$ cat src/rtl/core/assert_macros.svh
// Assertion macros used by dag_critical_path.sv.
`ifndef ASSERT_MACROS_SVH
`define ASSERT_MACROS_SVH

// Same-cycle implication, disabled while reset is held.
`define DCP_ASSERT_IMP(lbl, ante, cons, msg) \
    lbl: assert property (@(posedge i_clk) disable iff (!i_rst_n) (ante) |-> (cons)) \
        else $error(msg);

// Next-cycle implication, disabled while reset is held.
`define DCP_ASSERT_NXT(lbl, ante, cons, msg) \
    lbl: assert property (@(posedge i_clk) disable iff (!i_rst_n) (ante) |=> (cons)) \
        else $error(msg);

`endif

$ cat src/rtl/core/dcp_pkg.sv
// Package: sizes, sequencer state codes and shared-unit types for the critical path block.
package dcp_pkg;

    localparam int MAX_V  = 32;
    localparam int MAX_E  = 32;
    localparam int VW     = 5;   // vertex index bits
    localparam int CW     = 6;   // count bits (holds MAX_V / MAX_E)
    localparam int WB     = 16;  // weight bits
    localparam int TW     = 21;  // event time bits

    // Sequencer states
    localparam logic [3:0] S_IDLE  = 4'd0;
    localparam logic [3:0] S_DEG   = 4'd1;
    localparam logic [3:0] S_SEED  = 4'd2;
    localparam logic [3:0] S_POP   = 4'd3;
    localparam logic [3:0] S_RELAX = 4'd4;
    localparam logic [3:0] S_CHK   = 4'd5;
    localparam logic [3:0] S_MAX   = 4'd6;
    localparam logic [3:0] S_BPOP  = 4'd7;
    localparam logic [3:0] S_BEDGE = 4'd8;
    localparam logic [3:0] S_CRIT  = 4'd9;
    localparam logic [3:0] S_SUM   = 4'd10;

    // Input commands
    localparam logic CMD_LOAD = 1'b0;
    localparam logic CMD_RUN  = 1'b1;

    typedef struct packed {
        logic          sub;
        logic [TW-1:0] a;
        logic [TW-1:0] b;
        logic [TW-1:0] c;
    } t_alu_req;

    typedef struct packed {
        logic [TW:0] res;
        logic        gt;
        logic        lt;
        logic        eq;
    } t_alu_rsp;

endpackage

$ cat src/rtl/core/dcp_ifs.sv
// Stream interfaces: edge/command beats in, result beats out.
interface dcp_item_if;
    logic        valid;
    logic        ready;
    logic        cmd;
    logic [4:0]  src_vertex;
    logic [4:0]  dst_vertex;
    logic [15:0] weight;
    modport source(output valid, cmd, src_vertex, dst_vertex, weight, input ready);
    modport sink(input valid, cmd, src_vertex, dst_vertex, weight, output ready);
endinterface

interface dcp_result_if;
    logic        valid;
    logic        ready;
    logic        is_edge;
    logic [4:0]  edge_from;
    logic [4:0]  edge_to;
    logic [20:0] path_length;
    logic        cyclic;
    logic        overflow;
    logic        last;
    modport source(output valid, is_edge, edge_from, edge_to, path_length, cyclic,
                   overflow, last, input ready);
    modport sink(input valid, is_edge, edge_from, edge_to, path_length, cyclic,
                 overflow, last, output ready);
endinterface

$ cat src/rtl/core/dcp_alu.sv
// Shared add/subtract and compare unit used by the relax, maximum, backward and edge-scan phases.
module dcp_alu (
    input  dcp_pkg::t_alu_req i_req,
    output dcp_pkg::t_alu_rsp o_rsp
);
    import dcp_pkg::*;

    logic [TW:0] sum;
    logic [TW:0] cmp;

    // a +/- b, then compare against c
    assign sum = i_req.sub ? ({1'b0, i_req.a} - {1'b0, i_req.b})
                           : ({1'b0, i_req.a} + {1'b0, i_req.b});
    assign cmp = {1'b0, i_req.c};

    assign o_rsp.res = sum;
    assign o_rsp.gt  = sum > cmp;
    assign o_rsp.lt  = sum < cmp;
    assign o_rsp.eq  = sum == cmp;

endmodule

$ cat src/rtl/core/dag_critical_path.sv
// Critical path analyzer for an activity-on-edge graph, top level.
// A load beat (cmd 0) stores one weighted edge and returns no result; edges past
// the 32-entry store or naming a vertex at or above vertex_count are dropped and flagged.
// A run beat (cmd 1) is worked by one sequencer that drives a single add/compare unit, one
// edge or one vertex per cycle while the output is not stalled: in-degree count, seeding,
// forward sort and earliest times, maximum, backward latest times and the critical edge scan.
// The block takes no beat during a run. It emits each critical edge (none for a cyclic graph),
// then a summary beat with last set, and empties the edge store.
`include "assert_macros.svh"

module dag_critical_path (
    input  logic                 i_clk,
    input  logic                 i_rst_n,
    input  logic                 i_cfg_we,
    input  logic [5:0]           i_cfg_wdata,
    dcp_item_if.sink             i_item,
    dcp_result_if.source         o_result
);
    import dcp_pkg::*;

    // Control registers
    logic [3:0]    r_state;
    logic [CW-1:0] r_vc;
    logic [CW-1:0] r_etot;
    logic          r_drop;
    logic [CW-1:0] r_k;
    logic [CW-1:0] r_cnt;
    logic [CW-1:0] r_head;
    logic [CW-1:0] r_tail;
    logic [CW-1:0] r_i;
    logic [VW-1:0] r_vx;
    logic [TW-1:0] r_eu;
    logic [TW-1:0] r_lu;
    logic [TW-1:0] r_len;
    logic          r_cyc;

    // Stores
    logic [VW-1:0] r_esrc [MAX_E];
    logic [VW-1:0] r_edst [MAX_E];
    logic [WB-1:0] r_ew   [MAX_E];
    logic [CW-1:0] r_indeg [MAX_V];
    logic [TW-1:0] r_earl  [MAX_V];
    logic [TW-1:0] r_late  [MAX_V];
    logic [VW-1:0] r_topo  [MAX_V];

    // Output register
    logic          r_ovalid;
    logic          r_oedge;
    logic [VW-1:0] r_ofrom;
    logic [VW-1:0] r_oto;
    logic [TW-1:0] r_olen;
    logic          r_ocyc;
    logic          r_oovf;
    logic          r_olast;

    logic [CW-1:0] w_n;
    logic [VW-1:0] e_src;
    logic [VW-1:0] e_dst;
    logic [TW-1:0] e_w;
    logic          e_end;
    logic          v_ok;
    logic          out_free;
    logic          w_crit_hit;
    logic          w_emit;
    logic [VW-1:0] topo_back;
    t_alu_req      alu_req;
    t_alu_rsp      alu_rsp;

    // Effective vertex count: 0 acts as 1, above MAX_V acts as MAX_V
    always_comb begin
        if (r_vc == '0) begin
            w_n = CW'(1);
        end else if (r_vc > CW'(MAX_V)) begin
            w_n = CW'(MAX_V);
        end else begin
            w_n = r_vc;
        end
    end

    // Current edge
    assign e_src     = r_esrc[r_k[VW-1:0]];
    assign e_dst     = r_edst[r_k[VW-1:0]];
    assign e_w       = {{(TW-WB){1'b0}}, r_ew[r_k[VW-1:0]]};
    assign e_end     = (r_k == r_etot);
    assign v_ok      = {1'b0, e_dst} < w_n;
    assign out_free  = !r_ovalid || o_result.ready;
    assign topo_back = r_topo[VW'(r_i - CW'(1))];

    // Result beat loaded this cycle: a zero-slack edge or the summary
    assign w_crit_hit = (r_state == S_CRIT) && (r_cnt != w_n) && !e_end &&
                        (e_src == r_cnt[VW-1:0]) && v_ok && alu_rsp.eq;
    assign w_emit     = out_free && (w_crit_hit || (r_state == S_SUM));

    // Operand select for the shared unit
    always_comb begin
        case (r_state)
            S_RELAX: begin
                alu_req = '{sub: 1'b0, a: r_eu, b: e_w, c: r_earl[e_dst]};
            end
            S_BEDGE: begin
                alu_req = '{sub: 1'b1, a: r_late[e_dst], b: e_w, c: r_lu};
            end
            S_CRIT: begin
                alu_req = '{sub: 1'b1, a: r_late[e_dst], b: e_w, c: r_earl[r_cnt[VW-1:0]]};
            end
            default: begin
                alu_req = '{sub: 1'b0, a: r_earl[r_cnt[VW-1:0]], b: '0, c: r_len};
            end
        endcase
    end

    dcp_alu u_alu (
        .i_req (alu_req),
        .o_rsp (alu_rsp)
    );

    assign i_item.ready = (r_state == S_IDLE);

    // Sequencer
    always_ff @(posedge i_clk) begin
        if (!i_rst_n) begin
            r_state  <= S_IDLE;
            r_vc     <= CW'(MAX_V);
            r_etot   <= '0;
            r_drop   <= 1'b0;
            r_ovalid <= 1'b0;
            r_k      <= '0;
            r_cnt    <= '0;
            r_head   <= '0;
            r_tail   <= '0;
            r_i      <= '0;
            r_cyc    <= 1'b0;
            r_len    <= '0;
        end else begin
            if (i_cfg_we) begin
                r_vc <= i_cfg_wdata;
            end
            if (w_emit) begin
                r_ovalid <= 1'b1;
            end else if (o_result.ready) begin
                r_ovalid <= 1'b0;
            end
            case (r_state)
                S_IDLE: begin
                    if (i_item.valid) begin
                        if (i_item.cmd == CMD_LOAD) begin
                            if (r_etot == CW'(MAX_E) || {1'b0, i_item.src_vertex} >= w_n ||
                                {1'b0, i_item.dst_vertex} >= w_n) begin
                                r_drop <= 1'b1;
                            end else begin
                                r_esrc[r_etot[VW-1:0]] <= i_item.src_vertex;
                                r_edst[r_etot[VW-1:0]] <= i_item.dst_vertex;
                                r_ew[r_etot[VW-1:0]]   <= i_item.weight;
                                r_etot <= r_etot + CW'(1);
                            end
                        end else begin
                            for (int u = 0; u < MAX_V; u++) begin
                                r_indeg[u] <= '0;
                                r_earl[u]  <= '0;
                            end
                            r_k    <= '0;
                            r_head <= '0;
                            r_tail <= '0;
                            r_cyc  <= 1'b0;
                            r_len  <= '0;
                            r_state <= S_DEG;
                        end
                    end
                end
                // count in-degrees
                S_DEG: begin
                    if (e_end) begin
                        r_cnt   <= '0;
                        r_state <= S_SEED;
                    end else begin
                        if ({1'b0, e_src} < w_n && v_ok) begin
                            r_indeg[e_dst] <= r_indeg[e_dst] + CW'(1);
                        end
                        r_k <= r_k + CW'(1);
                    end
                end
                // queue every source vertex
                S_SEED: begin
                    if (r_cnt == w_n) begin
                        r_state <= S_POP;
                    end else begin
                        if (r_indeg[r_cnt[VW-1:0]] == '0) begin
                            r_topo[r_tail[VW-1:0]] <= r_cnt[VW-1:0];
                            r_tail <= r_tail + CW'(1);
                        end
                        r_cnt <= r_cnt + CW'(1);
                    end
                end
                S_POP: begin
                    if (r_head < r_tail) begin
                        r_vx    <= r_topo[r_head[VW-1:0]];
                        r_eu    <= r_earl[r_topo[r_head[VW-1:0]]];
                        r_head  <= r_head + CW'(1);
                        r_k     <= '0;
                        r_state <= S_RELAX;
                    end else begin
                        r_state <= S_CHK;
                    end
                end
                // relax out-edges of the popped vertex
                S_RELAX: begin
                    if (e_end) begin
                        r_state <= S_POP;
                    end else begin
                        if (e_src == r_vx && v_ok) begin
                            r_indeg[e_dst] <= r_indeg[e_dst] - CW'(1);
                            if (r_indeg[e_dst] == CW'(1) && r_tail < CW'(MAX_V)) begin
                                r_topo[r_tail[VW-1:0]] <= e_dst;
                                r_tail <= r_tail + CW'(1);
                            end
                            if (alu_rsp.gt) begin
                                r_earl[e_dst] <= alu_rsp.res[TW-1:0];
                            end
                        end
                        r_k <= r_k + CW'(1);
                    end
                end
                S_CHK: begin
                    r_cnt <= '0;
                    if (r_tail < w_n) begin
                        r_cyc   <= 1'b1;
                        r_state <= S_SUM;
                    end else begin
                        r_state <= S_MAX;
                    end
                end
                // project length, then seed latest times
                S_MAX: begin
                    if (r_cnt == w_n) begin
                        for (int u = 0; u < MAX_V; u++) begin
                            r_late[u] <= r_len;
                        end
                        r_i     <= r_tail;
                        r_state <= S_BPOP;
                    end else begin
                        if (alu_rsp.gt) begin
                            r_len <= r_earl[r_cnt[VW-1:0]];
                        end
                        r_cnt <= r_cnt + CW'(1);
                    end
                end
                S_BPOP: begin
                    if (r_i == '0) begin
                        r_cnt   <= '0;
                        r_k     <= '0;
                        r_state <= S_CRIT;
                    end else begin
                        r_vx    <= topo_back;
                        r_lu    <= r_late[topo_back];
                        r_i     <= r_i - CW'(1);
                        r_k     <= '0;
                        r_state <= S_BEDGE;
                    end
                end
                // minimum over successors
                S_BEDGE: begin
                    if (e_end) begin
                        r_late[r_vx] <= r_lu;
                        r_state      <= S_BPOP;
                    end else begin
                        if (e_src == r_vx && v_ok && alu_rsp.lt) begin
                            r_lu <= alu_rsp.res[TW-1:0];
                        end
                        r_k <= r_k + CW'(1);
                    end
                end
                // report zero-slack edges in vertex, then store order
                S_CRIT: begin
                    if (r_cnt == w_n) begin
                        r_state <= S_SUM;
                    end else if (e_end) begin
                        r_cnt <= r_cnt + CW'(1);
                        r_k   <= '0;
                    end else if (e_src == r_cnt[VW-1:0] && v_ok && alu_rsp.eq) begin
                        if (out_free) begin
                            r_oedge  <= 1'b1;
                            r_ofrom  <= e_src;
                            r_oto    <= e_dst;
                            r_olen   <= '0;
                            r_ocyc   <= 1'b0;
                            r_oovf   <= 1'b0;
                            r_olast  <= 1'b0;
                            r_k      <= r_k + CW'(1);
                        end
                    end else begin
                        r_k <= r_k + CW'(1);
                    end
                end
                S_SUM: begin
                    if (out_free) begin
                        r_oedge  <= 1'b0;
                        r_ofrom  <= '0;
                        r_oto    <= '0;
                        r_olen   <= r_cyc ? '0 : r_len;
                        r_ocyc   <= r_cyc;
                        r_oovf   <= r_drop;
                        r_olast  <= 1'b1;
                        r_etot   <= '0;
                        r_drop   <= 1'b0;
                        r_state  <= S_IDLE;
                    end
                end
                default: begin
                    r_state <= S_IDLE;
                end
            endcase
        end
    end

    assign o_result.valid       = r_ovalid;
    assign o_result.is_edge     = r_oedge;
    assign o_result.edge_from   = r_ofrom;
    assign o_result.edge_to     = r_oto;
    assign o_result.path_length = r_olen;
    assign o_result.cyclic      = r_ocyc;
    assign o_result.overflow    = r_oovf;
    assign o_result.last        = r_olast;

    `DCP_ASSERT_IMP(a_queue_order, 1'b1, r_head <= r_tail && r_tail <= CW'(MAX_V), "queue pointers out of order")
    `DCP_ASSERT_IMP(a_store_bound, 1'b1, r_etot <= CW'(MAX_E), "edge count past store size")
    `DCP_ASSERT_NXT(a_sum_clears, r_state == S_SUM && out_free, r_etot == '0 && !r_drop && r_ovalid && r_olast, "summary did not close run")
    `DCP_ASSERT_IMP(a_crit_acyclic, r_state == S_CRIT, !r_cyc && r_cnt <= w_n, "edge scan on cyclic graph")

endmodule
$ cat src/flat_wrapper.sv
// flat-port wrapper written by rule: the top's interface ports become plain ports
module dag_critical_path_flat import dcp_pkg::*;
  (i_clk, i_rst_n, i_cfg_we, i_cfg_wdata, i_item_valid, i_item_cmd, i_item_src_vertex, i_item_dst_vertex, i_item_weight, i_item_ready, o_result_valid, o_result_is_edge, o_result_edge_from, o_result_edge_to, o_result_path_length, o_result_cyclic, o_result_overflow, o_result_last, o_result_ready);
  dcp_item_if i_item_i ();
  dcp_result_if o_result_i ();
  input  logic i_clk;
  input  logic i_rst_n;
  input  logic i_cfg_we;
  input  logic [5:0] i_cfg_wdata;
  input wire logic [$bits(i_item_i.valid)-1:0] i_item_valid;
  input wire logic [$bits(i_item_i.cmd)-1:0] i_item_cmd;
  input wire logic [$bits(i_item_i.src_vertex)-1:0] i_item_src_vertex;
  input wire logic [$bits(i_item_i.dst_vertex)-1:0] i_item_dst_vertex;
  input wire logic [$bits(i_item_i.weight)-1:0] i_item_weight;
  output wire logic [$bits(i_item_i.ready)-1:0] i_item_ready;
  output wire logic [$bits(o_result_i.valid)-1:0] o_result_valid;
  output wire logic [$bits(o_result_i.is_edge)-1:0] o_result_is_edge;
  output wire logic [$bits(o_result_i.edge_from)-1:0] o_result_edge_from;
  output wire logic [$bits(o_result_i.edge_to)-1:0] o_result_edge_to;
  output wire logic [$bits(o_result_i.path_length)-1:0] o_result_path_length;
  output wire logic [$bits(o_result_i.cyclic)-1:0] o_result_cyclic;
  output wire logic [$bits(o_result_i.overflow)-1:0] o_result_overflow;
  output wire logic [$bits(o_result_i.last)-1:0] o_result_last;
  input wire logic [$bits(o_result_i.ready)-1:0] o_result_ready;
  assign i_item_i.valid = i_item_valid;
  assign i_item_i.cmd = i_item_cmd;
  assign i_item_i.src_vertex = i_item_src_vertex;
  assign i_item_i.dst_vertex = i_item_dst_vertex;
  assign i_item_i.weight = i_item_weight;
  assign i_item_ready = i_item_i.ready;
  assign o_result_valid = o_result_i.valid;
  assign o_result_is_edge = o_result_i.is_edge;
  assign o_result_edge_from = o_result_i.edge_from;
  assign o_result_edge_to = o_result_i.edge_to;
  assign o_result_path_length = o_result_i.path_length;
  assign o_result_cyclic = o_result_i.cyclic;
  assign o_result_overflow = o_result_i.overflow;
  assign o_result_last = o_result_i.last;
  assign o_result_i.ready = o_result_ready;
  dag_critical_path u_core (.i_clk(i_clk), .i_rst_n(i_rst_n), .i_cfg_we(i_cfg_we), .i_cfg_wdata(i_cfg_wdata), .i_item(i_item_i), .o_result(o_result_i));
endmodule
$ cat config.mk
export PLATFORM = sky130hd
export DESIGN_NAME = dag_critical_path_flat
export DESIGN_NICKNAME = d
export VERILOG_FILES = /design/src/rtl/core/dcp_pkg.sv /design/src/rtl/core/dcp_ifs.sv /design/src/rtl/core/dcp_alu.sv /design/src/rtl/core/dag_critical_path.sv /design/src/flat_wrapper.sv
export VERILOG_INCLUDE_DIRS = /design/src /design/src/rtl/core
export SDC_FILE = /design/constraint.sdc
export NUM_CORES = 2
export LEC_CHECK = 0
export ABC_AREA = 0
export BUFFER_PORTS_ARGS = -buffer_cell sky130_fd_sc_hd__buf_2
export CORE_ASPECT_RATIO = 2
export CORE_MARGIN = 1.5
export CORE_UTILIZATION = 30
export CTS_CLUSTER_DIAMETER = 30
export CTS_CLUSTER_SIZE = 12
export DETAILED_ROUTE_END_ITERATION = 6
export PLACE_DENSITY_LB_ADDON = 0.12
export SLEW_MARGIN = 0
export SYNTH_ARGS = -nofsm -noshare
export SYNTH_HDL_FRONTEND = slang
export SYNTH_SLANG_ARGS = --single-unit
$ cat constraint.sdc
create_clock -name i_clk -period 14.4 [get_ports i_clk]
set_input_delay 4.32 -clock i_clk [delete_from_list [all_inputs] [get_ports i_clk]]
set_output_delay 4.32 -clock i_clk [all_outputs]
set_load 0.005 [all_outputs]
==> summary.md <==
| Metric | Value |
|---|---|
| CP Max Fanout | 65 |
| Sw Ratio | between 40% and 50% |
| NetSw | 13600 uW |
| I/O pin cnt | 75 |
| Critical path's largest stage delay | around 950 ps |
| Setup CP Type | flop to flop |
| Multi-input logic area | about 59000 um2 |
| Clock Skew | ~100 ps |
| Synth Area per Inst | approximately 12 um2 |
| Hold crit path type | flop to flop |
| CTS-repair resized insts | 0 |
| DRT Pass-1 Iters | 6 |
| Power share of the clock group | 34.9% |
| Gp weighted congestion | ~0.99 |
| Post-synth top flop | edfxtp_1 |
| Synthesized Nets | between 10000 and 15000 |
| Sequential Power Share | between 20% and 30% |
| Htree depth | 5 |
| Critical path startpoint category | flop |
| Worst Max-Slew Pin Slew | roughly 1500 ps |
| Cell area power density | just under 200 nW/um2 |
| CP required | between 15000 and 20000 ps |
| # DRC | 0 |
| Initial DRC count | approximately 9900 |
| Finish-stage setup viols | 0 |
| Grt total ovfl | 0 |
| CP arrival | about 13000 ps |
| Overall power | roughly 33000 uW |
| Core area | 475000 um2 |
| Setup TNS | 0 ps |
| Fin crit share | between 80% and 90% |
| Initial Utilization | 30.1% |
| Gr usage total | 26.9% |
| Area after DPL | ~150000 um2 |
| Tmin final | roughly 13000 ps |
| Clk Latency, worst-skew pair | 1030 ps |
| Initial antenna violation count | 41 |
| DP HPWL | around 460000 um |
| Layout cells sized above 1 | 23.0% |
| Clock buffer depth | 4 |
| Hold_ws | approximately 510 ps |
| Final Hold Viols | 0 |
| # rows | ~360 |
| Sequential area share after synthesis | 56.0% |
| FMAX | approximately 78 MHz |
| Slowest CP cell | dfxtp_4 |
| Asr flop ratio synth | 0% |
| Die Area | 481000 um2 |
| Area Growth Syn to Fin | 17.4% |
| First-pass GRT wire length | between 900000 and 1000000 um |
| MaxCap Viol Count | 0 |
| Synth warn | 0 |
| Post-synthesis cell count | about 12000 |
| Status | finished, final reports clean |
| Synthesized area | 143000 um2 |
| Vias | roughly 110k |
| Postcts setup bufs | 0 |
| Maximum number of pins on one net before global-route repair | around 110 |
| Wire length per cell | around 36 um |
| Post-Place Cells | around 18000 |
| Synth Register Bits | ~2700 |
| TritonCTS buffer count | 470 |
| Gate power share | 37.5% |
| Fill cells | around 46000 |
| DRT Wirelength | around 670000 um |
| Nets@finish | roughly 12000 |
| Post-synth EDFFs | between 2000 and 3000 |
| VDD IR max | 442 uV |
| Most frequent CP cell | buf_4 |
| Post-route cell area | roughly 170000 um2 |
| Vias per cell | 5.78 |
| Antenna viol nets, final | 0 |
| CTS tree | yes |
| CTS clk-pin slew, worst paths | roughly 50 ps |
| RSZ-0062 raised after global routing | no |
| Cell variety after synth | just under 90 |
| Slew Limit Fails | 0 |
| Sinks on Clock Net | approximately 2700 |
| Port Buffers | 74 |
| Register Area | around 80000 um2 |
| Internal power | between 15000 and 20000 uW |
| CTS root buf | clkbuf_16 |
| Rel. slew slack | approximately 2.2% |
| Lkg Pwr | roughly 0.058 uW |
| Vias in the first global route | approximately 110k |
| Post-route non-filler standard cell count | around 19000 |
| Die Span Y | between 900 and 1000 um |
| Cts hold-fix bufs | 0 |
| Die width | around 490 um |
| CP endpoint kind | flop |
## per-layer routing
layer  vias up  global-route usage, %  share of wire (%)  wire (um)
li1      45000                      -                  -          -
met3      2178                   4.34                5.4      35900
met2      5185                   49.4                 52     348000
met1     55100                   25.2                 31     207000
met5         -                      0              0.016        105
met4        18                   25.5                 11      74800
## cells by family after synthesis
logic type,after synthesis,synth area share [%]
xor+xnor,69,0.423
flops,2695,56.0
compound gates,1647,7.58
fa+ha+maj,89,0.782
simple gates,4509,13.8
buf+inv,1191,3.38
mux,1759,18.0
## synthesized netlist by cell type (100+ instances only)
cell type | number | area, um2
a211oi_1 | 287 | 2150
a21oi_1 | 461 | 2310
a311oi_1 | 141 | 1230
a31oi_1 | 236 | 1480
and2_1 | 183 | 1140
and3_1 | 135 | 845
buf_1 | 124 | 465
buf_2 | 167 | 836
clkbuf_1 | 759 | 2850
edfxtp_1 | 2610 | 78400
inv_1 | 100 | 375
mux2_2 | 750 | 8450
mux2i_1 | 427 | 4270
mux4_2 | 580 | 13100
nand2_1 | 2115 | 7940
nand3_1 | 522 | 2610
nor2_1 | 959 | 3600
nor2b_1 | 109 | 682
nor3_1 | 236 | 1180
o21ai_0 | 153 | 766
## path summary, 6_finish.rpt
path                      endpoint  depth (start not counted)     startpoint  slack, ps
min reg2reg          u_core.r_drop                          2  u_core.r_drop        510
max          u_core.r_earl[14][16]                         42           flop       1620
min                  u_core.r_drop                          2  u_core.r_drop        510
max reg2reg  u_core.r_earl[14][16]                         42           flop       1620
## sequential cells by signal, indices dropped and copies added, names as in the netlist, 21 cells and up, named ones only
name and cells:
u_core.r_earl 672, u_core.o_result.path_length 21, u_core.r_ew 512, u_core.r_topo 160, u_core.r_indeg 192, u_core.r_edst 160
u_core.r_lu 21, u_core.r_len 21, u_core.r_esrc 160, u_core.r_late 672, u_core.r_eu 21
## area by class of cell
class                      instances  share of cell area, %
timing repair buffer             523                   2.50
clock inverter                   344                   2.30
clock buffer                     528                   7.30
antenna                           18                 0.0268
inverter                         108                  0.249
multi-input combinational       8073                   35.2
sequential                      2695                   47.7
tap                             6300                   4.69
## cell usage in the layout (no fill, tap or decap), types with 106 or more instances in the layout
master     count
edfxtp_1    2610
nor3_1       231
mux2i_1      420
clkbuf_16    480
nand2_1     2094
and3_1       135
o21ai_0      120
a21oi_1      458
a211oi_1     286
a31oi_1      235
a311oi_1     140
nand3_1      518
buf_4        413
mux4_2       580
mux2_2       748
and2_1       182
nor2_1       916
nor2b_1      106
## power by group through the flow
stage	Combinational, uW	Sequential, uW	Clock, uW
after detailed placement	12100	9250	0
after floorplan	6410	9110	0
final	12400	9100	11500
after global placement	12100	9240	0
after global routing	12700	9110	11900
after CTS	12200	9090	11600
## critical path: cells and delay by family, from the launching register on
family	cells	cell delay [ps]
flops	1	950
compound gates	19	5850
buf+inv	9	2340
fa+ha+maj	2	620
mux	2	710
simple gates	10	1570
## through the flow
stage / setup slack [ps] / util, %
after floorplan: 4240 / -
after global placement: 1710 / 32.0
after detailed placement: 1980 / 32.0
after CTS: 1930 / 35.4
after global routing: 1440 / 35.4
final: 1620 / 35.4
No activity file was read; power rests on OpenSTA's default activity.
